[config.mk]
export PLATFORM = sky130hd
export DESIGN_NAME = sliding_window_anagram_detector_unit
export DESIGN_NICKNAME = d
export VERILOG_FILES = /design/src/rtl/core/swad_pkg.sv /design/src/rtl/core/swad_ram.sv /design/src/rtl/core/swad_front.sv /design/src/rtl/core/swad_hist.sv /design/src/rtl/core/sliding_window_anagram_detector_unit.sv
export SDC_FILE = /design/constraint.sdc
export NUM_CORES = 2
export LEC_CHECK = 0
export BUFFER_PORTS_ARGS = -buffer_cell sky130_fd_sc_hd__buf_2
export CAP_MARGIN = 25
export CORE_ASPECT_RATIO = 1.1
export CORE_UTILIZATION = 58
export CTS_CLUSTER_DIAMETER = 30
export DETAILED_ROUTE_END_ITERATION = 7
export PLACE_DENSITY = 0.79
export SETUP_SLACK_MARGIN = 0.15
export SLEW_MARGIN = 20
export SYNTH_ARGS = -nofsm -noshare
export SYNTH_HDL_FRONTEND = slang
export SYNTH_SLANG_ARGS = --single-unit
[constraint.sdc]
create_clock -name clk -period 10.5 [get_ports clk]
set_input_delay 2.1 -clock clk [delete_from_list [all_inputs] [get_ports clk]]
set_output_delay 2.1 -clock clk [all_outputs]
set_load 0.01 [all_outputs]
[src/rtl/core/swad_pkg.sv]
package swad_pkg;

  localparam int LETTER_W = 5;

  localparam logic [1:0] ACT_CLEAR   = 2'd0;
  localparam logic [1:0] ACT_PATTERN = 2'd1;
  localparam logic [1:0] ACT_TEXT    = 2'd2;

  typedef struct packed {
    logic [1:0]          action;
    logic [LETTER_W-1:0] letter;
  } item_t;

  typedef struct packed {
    logic window_match;
    logic found_any;
    logic pattern_overflow;
  } result_t;

  typedef enum logic [2:0] {
    OP_NONE    = 3'd0,
    OP_CLEAR   = 3'd1,
    OP_HOLD    = 3'd2,
    OP_PATTERN = 3'd3,
    OP_ENTER   = 3'd4,
    OP_SLIDE   = 3'd5
  } op_t;

  typedef struct packed {
    op_t  op;
    logic overflow;
  } ctl_t;

endpackage

[src/rtl/core/swad_ram.sv]
module swad_ram #(
  parameter int WIDTH = 8,
  parameter int DEPTH = 32,
  localparam int AW = (DEPTH > 1) ? $clog2(DEPTH) : 1
) (
  input  logic             clk,
  input  logic             we,
  input  logic [AW-1:0]    waddr,
  input  logic [WIDTH-1:0] wdata,
  input  logic             re,
  input  logic [AW-1:0]    raddr,
  output logic [WIDTH-1:0] rdata
);

  logic [WIDTH-1:0] mem [DEPTH];

  always_ff @(posedge clk) begin
    if (we) begin
      mem[waddr] <= wdata;
    end
    if (re) begin
      rdata <= mem[raddr];
    end
  end

endmodule

[src/rtl/core/swad_front.sv]
module swad_front #(
  parameter int MAX_PATTERN = 64,
  parameter int ALPHABET    = 26
) (
  input  logic                               clk,
  input  logic                               rst,
  input  logic                               advance,
  input  logic                               accept,
  input  swad_pkg::item_t                    item,
  output logic                               s1_valid,
  output swad_pkg::ctl_t                     s1_ctl,
  output logic [$clog2(ALPHABET)-1:0]        s1_bin,
  output logic [$clog2(ALPHABET)-1:0]        s1_old
);

  localparam int BIN_W   = $clog2(ALPHABET);
  localparam int RING_AW = (MAX_PATTERN > 1) ? $clog2(MAX_PATTERN) : 1;
  localparam int LEN_W   = $clog2(MAX_PATTERN + 1);
  localparam int EXT_W   = ((swad_pkg::LETTER_W > BIN_W) ? swad_pkg::LETTER_W : BIN_W) + 1;

  logic [LEN_W-1:0]   pattern_len, pattern_len_next;
  logic [LEN_W-1:0]   window_fill, window_fill_next;
  logic [RING_AW-1:0] ring_head, ring_head_next;
  logic               overflow, overflow_next;
  logic [EXT_W-1:0]   letter_ext;
  logic               letter_ok;
  logic [BIN_W-1:0]   letter_bin;
  logic [RING_AW:0]   slot_sum;
  logic [RING_AW-1:0] slot;
  logic [RING_AW-1:0] head_inc;
  swad_pkg::ctl_t     ctl_next;
  logic [BIN_W-1:0]   bin_next;
  logic               ring_we, ring_re;
  logic [BIN_W-1:0]   ring_rdata;

  assign letter_ext = EXT_W'(item.letter);
  assign letter_ok  = letter_ext < EXT_W'(ALPHABET);
  assign letter_bin = letter_ext[BIN_W-1:0];

  assign slot_sum = (RING_AW+1)'(ring_head) + (RING_AW+1)'(window_fill);
  assign slot = (slot_sum >= (RING_AW+1)'(MAX_PATTERN)) ?
                RING_AW'(slot_sum - (RING_AW+1)'(MAX_PATTERN)) : RING_AW'(slot_sum);
  assign head_inc = (ring_head == RING_AW'(MAX_PATTERN - 1)) ? '0 : ring_head + 1'b1;

  always_comb begin
    pattern_len_next = pattern_len;
    window_fill_next = window_fill;
    ring_head_next   = ring_head;
    overflow_next    = overflow;
    ctl_next.op      = swad_pkg::OP_NONE;
    bin_next         = '0;
    ring_we          = 1'b0;
    ring_re          = 1'b0;
    case (item.action)
      swad_pkg::ACT_CLEAR: begin
        pattern_len_next = '0;
        window_fill_next = '0;
        ring_head_next   = '0;
        overflow_next    = 1'b0;
        ctl_next.op      = swad_pkg::OP_CLEAR;
      end
      swad_pkg::ACT_PATTERN: begin
        if (letter_ok) begin
          if (pattern_len == LEN_W'(MAX_PATTERN)) begin
            overflow_next = 1'b1;
            ctl_next.op   = swad_pkg::OP_HOLD;
          end else begin
            pattern_len_next = pattern_len + 1'b1;
            ctl_next.op      = swad_pkg::OP_PATTERN;
            bin_next         = letter_bin;
          end
        end
      end
      swad_pkg::ACT_TEXT: begin
        if (letter_ok) begin
          bin_next = letter_bin;
          if (pattern_len == '0) begin
            ctl_next.op = swad_pkg::OP_HOLD;
          end else begin
            ring_we = 1'b1;
            if (window_fill == pattern_len) begin
              ctl_next.op    = swad_pkg::OP_SLIDE;
              ring_re        = 1'b1;
              ring_head_next = head_inc;
            end else begin
              ctl_next.op      = swad_pkg::OP_ENTER;
              window_fill_next = window_fill + 1'b1;
            end
          end
        end
      end
      default: ;
    endcase
    ctl_next.overflow = overflow_next;
  end

  always_ff @(posedge clk) begin
    if (rst) begin
      pattern_len <= '0;
      window_fill <= '0;
      ring_head   <= '0;
      overflow    <= 1'b0;
      s1_valid    <= 1'b0;
    end else begin
      if (accept) begin
        pattern_len <= pattern_len_next;
        window_fill <= window_fill_next;
        ring_head   <= ring_head_next;
        overflow    <= overflow_next;
      end
      if (advance) begin
        s1_valid <= accept;
      end
    end
  end

  always_ff @(posedge clk) begin
    if (advance) begin
      s1_ctl <= ctl_next;
      s1_bin <= bin_next;
    end
  end

  swad_ram #(
    .WIDTH (BIN_W),
    .DEPTH (MAX_PATTERN)
  ) u_ring (
    .clk   (clk),
    .we    (accept && ring_we),
    .waddr (slot),
    .wdata (bin_next),
    .re    (accept && ring_re),
    .raddr (ring_head),
    .rdata (ring_rdata)
  );

  assign s1_old = (s1_ctl.op == swad_pkg::OP_SLIDE) ? ring_rdata : s1_bin;

endmodule

[src/rtl/core/swad_hist.sv]
module swad_hist #(
  parameter int MAX_PATTERN = 64,
  parameter int ALPHABET    = 26
) (
  input  logic                        clk,
  input  logic                        rst,
  input  logic                        advance,
  input  logic                        s1_valid,
  input  swad_pkg::ctl_t              s1_ctl,
  input  logic [$clog2(ALPHABET)-1:0] s1_bin,
  input  logic [$clog2(ALPHABET)-1:0] s1_old,
  output logic                        s2_valid,
  output swad_pkg::result_t           res
);

  localparam int BIN_W = $clog2(ALPHABET);
  localparam int CNT_W = $clog2(MAX_PATTERN + 1) + 1;
  localparam int MIS_W = $clog2(ALPHABET + 1);

  swad_pkg::ctl_t    s2_ctl;
  logic [BIN_W-1:0]  s2_bin, s2_old;
  logic [BIN_W-1:0]  rd_c, rd_o;
  logic [MIS_W-1:0]  mismatch, mismatch_new;
  logic              found, found_new;
  logic [ALPHABET-1:0] net_vld, drop_vld;

  logic              byp_net_v, byp_drop_v;
  logic [BIN_W-1:0]  byp_net_addr, byp_drop_addr;
  logic [CNT_W-1:0]  byp_net_data, byp_drop_data;

  logic [CNT_W-1:0]  net_c_rdata, net_o_rdata, drop_c_rdata, drop_o_rdata;
  logic [CNT_W-1:0]  net_c, net_o, drop_c, drop_o;
  logic [CNT_W-1:0]  d_c, d_o;
  logic [CNT_W-1:0]  net_wdata, drop_wdata;
  logic              net_we, drop_we, commit;
  logic              use_c, use_o, pre_c, pre_o, post_c, post_o;

  assign commit = s2_valid && advance;
  assign rd_c   = advance ? s1_bin : s2_bin;
  assign rd_o   = advance ? s1_old : s2_old;

  assign net_c  = (byp_net_v && byp_net_addr == s2_bin) ? byp_net_data :
                  (net_vld[s2_bin] ? net_c_rdata : '0);
  assign net_o  = (byp_net_v && byp_net_addr == s2_old) ? byp_net_data :
                  (net_vld[s2_old] ? net_o_rdata : '0);
  assign drop_c = (byp_drop_v && byp_drop_addr == s2_bin) ? byp_drop_data :
                  (drop_vld[s2_bin] ? drop_c_rdata : '0);
  assign drop_o = (byp_drop_v && byp_drop_addr == s2_old) ? byp_drop_data :
                  (drop_vld[s2_old] ? drop_o_rdata : '0);

  assign d_c   = net_c - drop_c;
  assign d_o   = net_o - drop_o;
  assign pre_c = d_c != '0;
  assign pre_o = d_o != '0;

  always_comb begin
    net_wdata  = net_c + CNT_W'(1);
    drop_wdata = drop_o + CNT_W'(1);
    net_we     = 1'b0;
    drop_we    = 1'b0;
    use_c      = 1'b0;
    use_o      = 1'b0;
    post_c     = pre_c;
    post_o     = pre_o;
    case (s2_ctl.op)
      swad_pkg::OP_PATTERN: begin
        net_wdata = net_c - CNT_W'(1);
        net_we    = 1'b1;
        use_c     = 1'b1;
        post_c    = (d_c - CNT_W'(1)) != '0;
      end
      swad_pkg::OP_ENTER: begin
        net_we = 1'b1;
        use_c  = 1'b1;
        post_c = (d_c + CNT_W'(1)) != '0;
      end
      swad_pkg::OP_SLIDE: begin
        net_we  = 1'b1;
        drop_we = 1'b1;
        if (s2_old != s2_bin) begin
          use_c  = 1'b1;
          use_o  = 1'b1;
          post_c = (d_c + CNT_W'(1)) != '0;
          post_o = (d_o - CNT_W'(1)) != '0;
        end
      end
      default: ;
    endcase
  end

  always_comb begin
    if (s2_ctl.op == swad_pkg::OP_CLEAR) begin
      mismatch_new = '0;
      found_new    = 1'b0;
    end else begin
      mismatch_new = mismatch + MIS_W'(use_c & post_c) + MIS_W'(use_o & post_o)
                   - MIS_W'(use_c & pre_c) - MIS_W'(use_o & pre_o);
      if (s2_ctl.op == swad_pkg::OP_NONE) begin
        found_new = found;
      end else begin
        found_new = found | (mismatch_new == '0);
      end
    end
  end

  assign res.window_match     = mismatch_new == '0;
  assign res.found_any        = found_new;
  assign res.pattern_overflow = s2_ctl.overflow;

  always_ff @(posedge clk) begin
    if (rst) begin
      s2_valid   <= 1'b0;
      mismatch   <= '0;
      found      <= 1'b0;
      net_vld    <= '0;
      drop_vld   <= '0;
      byp_net_v  <= 1'b0;
      byp_drop_v <= 1'b0;
    end else begin
      if (advance) begin
        s2_valid <= s1_valid;
      end
      byp_net_v  <= commit && net_we;
      byp_drop_v <= commit && drop_we;
      if (commit) begin
        mismatch <= mismatch_new;
        found    <= found_new;
        if (s2_ctl.op == swad_pkg::OP_CLEAR) begin
          net_vld  <= '0;
          drop_vld <= '0;
        end else begin
          if (net_we) begin
            net_vld[s2_bin] <= 1'b1;
          end
          if (drop_we) begin
            drop_vld[s2_old] <= 1'b1;
          end
        end
      end
    end
  end

  always_ff @(posedge clk) begin
    if (advance) begin
      s2_ctl <= s1_ctl;
      s2_bin <= s1_bin;
      s2_old <= s1_old;
    end
    byp_net_addr  <= s2_bin;
    byp_net_data  <= net_wdata;
    byp_drop_addr <= s2_old;
    byp_drop_data <= drop_wdata;
  end

  swad_ram #(.WIDTH(CNT_W), .DEPTH(ALPHABET)) u_net_c (
    .clk(clk), .we(commit && net_we), .waddr(s2_bin), .wdata(net_wdata),
    .re(1'b1), .raddr(rd_c), .rdata(net_c_rdata)
  );

  swad_ram #(.WIDTH(CNT_W), .DEPTH(ALPHABET)) u_net_o (
    .clk(clk), .we(commit && net_we), .waddr(s2_bin), .wdata(net_wdata),
    .re(1'b1), .raddr(rd_o), .rdata(net_o_rdata)
  );

  swad_ram #(.WIDTH(CNT_W), .DEPTH(ALPHABET)) u_drop_c (
    .clk(clk), .we(commit && drop_we), .waddr(s2_old), .wdata(drop_wdata),
    .re(1'b1), .raddr(rd_c), .rdata(drop_c_rdata)
  );

  swad_ram #(.WIDTH(CNT_W), .DEPTH(ALPHABET)) u_drop_o (
    .clk(clk), .we(commit && drop_we), .waddr(s2_old), .wdata(drop_wdata),
    .re(1'b1), .raddr(rd_o), .rdata(drop_o_rdata)
  );

endmodule

[src/rtl/core/sliding_window_anagram_detector_unit.sv]
// Sliding-window anagram detector. Every accepted beat (clear, pattern letter,
// text letter or an ignored item) yields exactly one result beat; a new beat is
// taken every cycle while the output is not stalled. The first stage keeps the
// lengths and the ring of window letters and reads the letter leaving the window
// from the ring memory; the second reads the histogram memories, which hold
// per-bin counts of window entries less pattern letters and of exits, updates
// the count of differing bins and writes back, with a one-deep bypass for a bin
// written on the cycle before; the third registers the result. A clear takes
// effect at once via per-bin valid bits: no clearing pass after reset or clear.
module sliding_window_anagram_detector_unit #(
  parameter int MAX_PATTERN = 64,
  parameter int ALPHABET    = 26
) (
  input  logic              clk,
  input  logic              rst,
  input  logic              item_valid,
  output logic              item_stall,
  input  swad_pkg::item_t   item,
  output logic              result_valid,
  input  logic              result_stall,
  output swad_pkg::result_t result
);

  localparam int BIN_W = $clog2(ALPHABET);

  logic              advance, accept;
  logic              s1_valid, s2_valid;
  swad_pkg::ctl_t    s1_ctl;
  logic [BIN_W-1:0]  s1_bin, s1_old;
  swad_pkg::result_t res;

  assign advance    = !result_valid || !result_stall;
  assign accept     = item_valid && advance;
  assign item_stall = !advance;

  swad_front #(
    .MAX_PATTERN (MAX_PATTERN),
    .ALPHABET    (ALPHABET)
  ) u_front (
    .clk      (clk),
    .rst      (rst),
    .advance  (advance),
    .accept   (accept),
    .item     (item),
    .s1_valid (s1_valid),
    .s1_ctl   (s1_ctl),
    .s1_bin   (s1_bin),
    .s1_old   (s1_old)
  );

  swad_hist #(
    .MAX_PATTERN (MAX_PATTERN),
    .ALPHABET    (ALPHABET)
  ) u_hist (
    .clk      (clk),
    .rst      (rst),
    .advance  (advance),
    .s1_valid (s1_valid),
    .s1_ctl   (s1_ctl),
    .s1_bin   (s1_bin),
    .s1_old   (s1_old),
    .s2_valid (s2_valid),
    .res      (res)
  );

  always_ff @(posedge clk) begin
    if (rst) begin
      result_valid <= 1'b0;
    end else if (advance) begin
      result_valid <= s2_valid;
    end
  end

  always_ff @(posedge clk) begin
    if (advance) begin
      result <= res;
    end
  end

endmodule

* After elaboration in Yosys (flattened, before gate mapping) *
Memory sizes are Yosys's and may differ from the RTL's. A register that Yosys moved wholly into a read port is not among the register bits.
Cells that the tools add are included.

word-level totals
  memory bits (read-only) = 0
  bits of input ports = 11
  bits in writable memories = 1152
  flip-flop bits (word level) = 136
  output and inout port bits = 5
  bits in latches = 0
  memories kept = 5
  word-level logic and storage cells = 199

cells by class
  $add $sub $neg = 17
  order comparisons = 6
  bitwise logic cells = 7
  equality and inequality tests = 21
  muxes and demuxes = 79
  divide/modulo/power cells = 0
  shift-type cells = 0
  reduce and logical (&&, ||, !) cells = 37
  multiply operators = 0

memories
  memory               words  bits a word  rd ports  clocked after Yosys merged registers in  write ports  RTL line        source
  u_front.u_ring.mem   64     5            1         1                                        1            swad_ram.sv:15  logic [WIDTH-1:0] mem [DEPTH];
  u_hist.u_drop_c.mem  26     8            1         1                                        1            swad_ram.sv:15
  u_hist.u_drop_o.mem  26     8            1         1                                        1            swad_ram.sv:15
  u_hist.u_net_c.mem   26     8            1         1                                        1            swad_ram.sv:15
  u_hist.u_net_o.mem   26     8            1         1                                        1            swad_ram.sv:15

operators with widths
  cell                                                                    number
  26-bit 2-to-1 mux                                                       4
  8-bit 2-to-1 mux                                                        9
  26-bit bitwise OR                                                       2
  8-bit nonzero test                                                      5
  5-bit 2-to-1 mux                                                        7
  7-bit 2-to-1 mux                                                        5
  1-bit 2-to-1 mux                                                        32
  6-bit 2-to-1 mux                                                        5
  7-bit one-hot mux with 2 select lines                                   2
  8-bit by 1-bit adder with 8-bit output (second input constant)          3
  8-bit by 1-bit subtractor with 8-bit output (second input constant)     3
  1-bit binary-select mux with 5-bit select                               4
  5-bit equality test                                                     4
  8-bit subtractor                                                        2
  7-bit by 1-bit adder with 7-bit output (second input constant)          2
  1-bit logical AND                                                       12
  5-bit by 6-bit < comparator with 1-bit output (second input constant)   2
  6-bit one-hot mux with 2 select lines                                   1
  5-bit adder                                                             2
  1-bit demux with 5-bit select                                           2
  5-bit by 1-bit >= comparator with 1-bit output (second input constant)  2
  5-bit zero test                                                         2
  5-bit one-hot mux with 2 select lines                                   1
  5-bit AND reduction                                                     2
  33 further kinds                                                        52

* Depth between registers and ports, before layout *
  depth after elaboration = 18
  gate-level depth with buffers = 32
  depth with buffers taken out = 28

* Hierarchy *
Synthesis repeated with hierarchy kept, for this count alone.

second synthesis, totals
  cell total of the unflattened synthesis = 3403
  area, all modules = 55225.5 um^2

modules (own cells, without submodules)
  module                                cells each  instances  area each (um^2)  sequential area each (um^2)
  swad_ram at u_hist.u_drop_c ...       474         4          8543.2            6486.2
  swad_ram at u_front.u_ring            610         1          12818.5           9759.4
  swad_hist                             676         1          6124.6            2062.0
  swad_front                            212         1          1971.9            710.7
  sliding_window_anagram_detector_unit  9           1          137.6             110.1

* Least setup slack after synthesis *
Ideal clock, no wire load.

  path kind = register to register
  from = reg u_hist.s2_old[1]
  to = reg result[1] (netlist bit) (data pin)
  stages on the path, launching flop included = 27
  library setup time = 0.139 ns
  arrival time = 5.850 ns
  slack = 4.511 ns
  cell sequence = dfxtp_1 buf_4 mux4_2 mux2_2 nand3_1 nand4_1 nor2b_1 clkbuf_1 a22oi_1 ha_1 inv_1 fa_1 xor2_1 or4_1 nor3_1 nand3_1 o31ai_1 fa_1 fa_1 inv_1 ha_1 fa_1 nor4b_1 nand2_1 nor2_1 nor2_1 nor2_1

RTL lines
  element                 RTL line                                    source
  from (decl)             swad_hist.sv:21                             logic [BIN_W-1:0] s2_bin, s2_old;
  from (signal assigned)  swad_hist.sv:147                            s2_old <= s1_old;
  to (signal assigned)    sliding_window_anagram_detector_unit.sv:76  result <= res;
  to (decl)               sliding_window_anagram_detector_unit.sv:21  output swad_pkg::result_t result

==> results.yml <==
placement:
  port_buffers: 15
  place_worst_setup_slack_ps: 3420
  post-dp-hpwl_mm: 72.2
  routability_cong: 0.976
global_route:
  grt_first_pass_wirelength_mm: 177
  aggregate_global_routing_overflow: 0
  grt_util_all_layers_pct: 32.9
  initial_antenna_violation_count: 3
  maximum_number_of_pins_on_one_net_before_global_route_repair: 127
  grt_pass1_vias: 28700
pwr:
  pwr_density_cell_nw_per_um2: 206
  internal_power_w: 0.00732
  worst_ir_drop_vdd_uv: 239
  power.switching_w: 0.00244
  power_frac_seq_pct: 41.6
  p_leak_nw: 16.8
  p_comb_share_pct: 8.3
  clkPwrFrac_pct: 50.0
  power.switching_fraction_pct: 25.0
floorplanning:
  dieArea_um2: 72200
  die_w_um: 256
  dieHeight_um: 282
  effective_utilization_at_floorplan_pct: 58.6
  floorplan.rows: 102
  fp.coreArea_um2: 70400
  design.portCount: 16
yosys:
  yosysMostFrequentCell: "edfxtp_1"
  postSynthRegisterBits: 909
  yosys.area.top_type_share_pct: 55.1
  synthesis.instances: 3195
  synth.yosys.warnings: 0
  synth_seq_area_share_pct: 62.4
  synth.avg_cell_area_um2: 12.9
  synthDistinctLibCells: 79
  postSynth.topFlopCell: "edfxtp_1"
  post_synth_instance_area_um2: 41300
  synth_enable_flop_cells: 757
  netlist_top_cells_count: "edfxtp_1, nand2_1, nor2_1"
  synthDominantAreaCellType: "edfxtp_1"
  synth.area.top_cells: "edfxtp_1, mux4_2, dfxtp_1"
  synth_fp_nets: 3251
  ys_async_sr_fraction_pct: 0
cts:
  tritoncts: "built"
  htree_num_levels: 4
  cts_resized: 0
  worst_setup_hold_path_clk_slew_ps: 50
  holdBufCountCts: 0
  insertion_delay_ps: 760
  cts-root-buf: "clkbuf_16"
  cts.repair_timing.setup_buffer_count: 0
  numCtsBuffers: 144
  clock_path_buffers: 3
  clock_sinks: 909
routing:
  vias: 28900
  drtIter0Drc: 3893
  detail_route.first_pass.iterations: 7
  detail_route.wirelength_mm: 118
  post_drt_wl_per_cell_um: 27.6
  final_antenna_net_count: 0
  detail_route.vias_per_cell: 6.77
  remaining_drc_errors: 0
timing:
  skew_ps: 77.4
  slew_viol_final: 0
  setup_tns_ps: 0
  worstMarginPinSlew_ps: 1190
  unrepaired_setup_endpoints_after_global_routing: "false"
  slew-limit-headroom_pct: 20.6
  setup_viol_count_final: 0
  timing.final.crit_share_pct: 69.6
  finalCriticalPeriod_ps: 7310
  final-hold-violation-count: 0
  max_freq_ghz: 0.137
  fin_ws_ps: 3190
worst_setup_path:
  cp_num_buf_inv: 2
  worst-path-max-fanout: 29
  cp-start-kind: "register"
  cp-end-kind: "register"
  critical-path-top-cell-by-count: "fa_1"
  worstPathCellList: "xor2_1 -> nor4_1 -> and3_1 -> nand2_1 -> o21ai_2 -> inv_1 -> ha_1 -> fa_1 -> nand2b_1 -> a21boi_0 -> o21a_1 -> o221ai_1 -> a211oi_1 -> a31oi_1 -> fa_1 -> fa_1 -> inv_1 -> ha_1 -> fa_1 -> nor4b_1 -> nand2_1 -> nor2_1 -> nor2_1 -> nor2_1"
  timing.critical_path.arrival_ps: 7900
  reg2reg_from: "u_hist.s2_bin[4]"
  timing.critical_path.slowest_stage_cell: "dfxtp_1"
  worst-endpoint-required_ps: 11090
  timing.setup.critical_path_class: "register to register"
  critical_path.max_stage_delay_ps: 880
  cp-startpoint: "u_hist.s2_bin[4]"
  cp_top_delay_family: "adder cells"
min_path:
  worst_hold_path_type: "register to register"
  hp-start: "u_hist.res[0]"
run_status:
  status: "finished clean"
run:
  max_capacitance_violation_total: 0
final_layout:
  total_nets_final: 3269
  area_growth_syn_to_layout_pct: 15.0
  final_layout_size_suffix_gt1_share_pct: 16.9
-- cell usage in the layout, fill, tap and decap left out, types with 21 or more instances in the layout --
cell type and instances:
edfxtp_1 757, mux4_2 183, a22oi_1 30, a21oi_1 91, a31oi_1 22, inv_1 41, nand2_1 600, nand3_1 252
xor2_1 40, and3_1 45, a21o_1 28, xnor2_1 21, nor2_1 283, buf_4 55, a311oi_1 80, mux2i_1 52
o21ai_0 23, dfxtp_1 149, clkbuf_16 146, ha_1 38
-- layer usage --
layer  GRT usage, %  vias up  share of wire [%]
li1               -    12100                  -
met1           39.4    14300                 34
met2           54.7     2102                 49
met3           6.34      476                9.5
met4           22.1        4                7.0
met5              0        -              0.024
-- cell type report --
type	count	area, um2
Tap cell	936	1170
Antenna cell	1	2.50
Inverter	46	184
Sequential cell	909	25800
Timing Repair Buffer	78	643
Multi-Input combinational cell	2034	14600
Fill cell	4600	23000
Clock buffer	160	3720
Clock inverter	106	1370
-- state kept, by name (all words and copies together), names as in the netlist, 6 cells and up --
| register | cells |
|---|---|
| u_front.pattern_len | 7 |
| u_front.ring_head | 6 |
| u_hist.u_net_o.mem | 104 |
| u_hist.drop_vld | 26 |
| u_hist.u_net_o.rdata | 8 |
| u_hist.u_drop_o.rdata | 8 |
| u_hist.u_net_c.mem | 104 |
| u_hist.u_drop_c.rdata | 8 |
| u_hist.u_net_c.rdata | 8 |
| u_hist.byp_drop_data | 8 |
| u_hist.net_vld | 26 |
| u_front.window_fill | 7 |
| u_front.u_ring.mem | 320 |
| u_hist.u_drop_o.mem | 208 |
| u_hist.byp_net_data | 8 |
-- final timing paths --
kind | endpoint | slack, ps | depth (start not counted)
max reg2reg | result[1] | 3190 | 24
min | result[0] | 430 | 0
max | result[1] | 3190 | 24
min reg2reg | result[0] | 430 | 0
-- logic make-up (layout without fill, tap and decap cells) --
family | after synthesis | after routing | share of synthesized area (%)
and+or+nand+nor | 1299 | 1299 | 13.7
DFF | 909 | 909 | 62.4
AOI/OAI and AO/OA | 365 | 365 | 6.36
buffers and inverters | 252 | 390 | 2.65
muxes | 251 | 251 | 11.7
xor gates and xnor gates | 74 | 74 | 1.60
adders and majority gates | 45 | 45 | 1.49
other | 0 | 1 | 0
-- power by group through the flow --
stage	clock, W	sequential [W]	combinational, W
2_1_floorplan	0	0.00410	0.000521
3_3_place_gp	0	0.00413	0.000753
3_5_place_dp	0	0.00413	0.000780
4_1_cts	0.00490	0.00406	0.000787
5_1_grt	0.00507	0.00406	0.000856
6_report	0.00489	0.00406	0.000815
-- stage by stage --
stage	area (um2)	total power, W	instances	util [%]	hold slack (ps)
after detailed placement	42300	0.00491	3994	60.0	417
after global routing	47500	0.00999	4270	67.4	442
after global placement	42200	0.00488	3989	59.9	401
final	47500	0.00976	4270	67.4	430
after CTS	47300	0.00975	4260	67.2	428
after floorplan	41300	0.00462	3195	-	326
No activity file was read; power rests on OpenSTA's default activity.
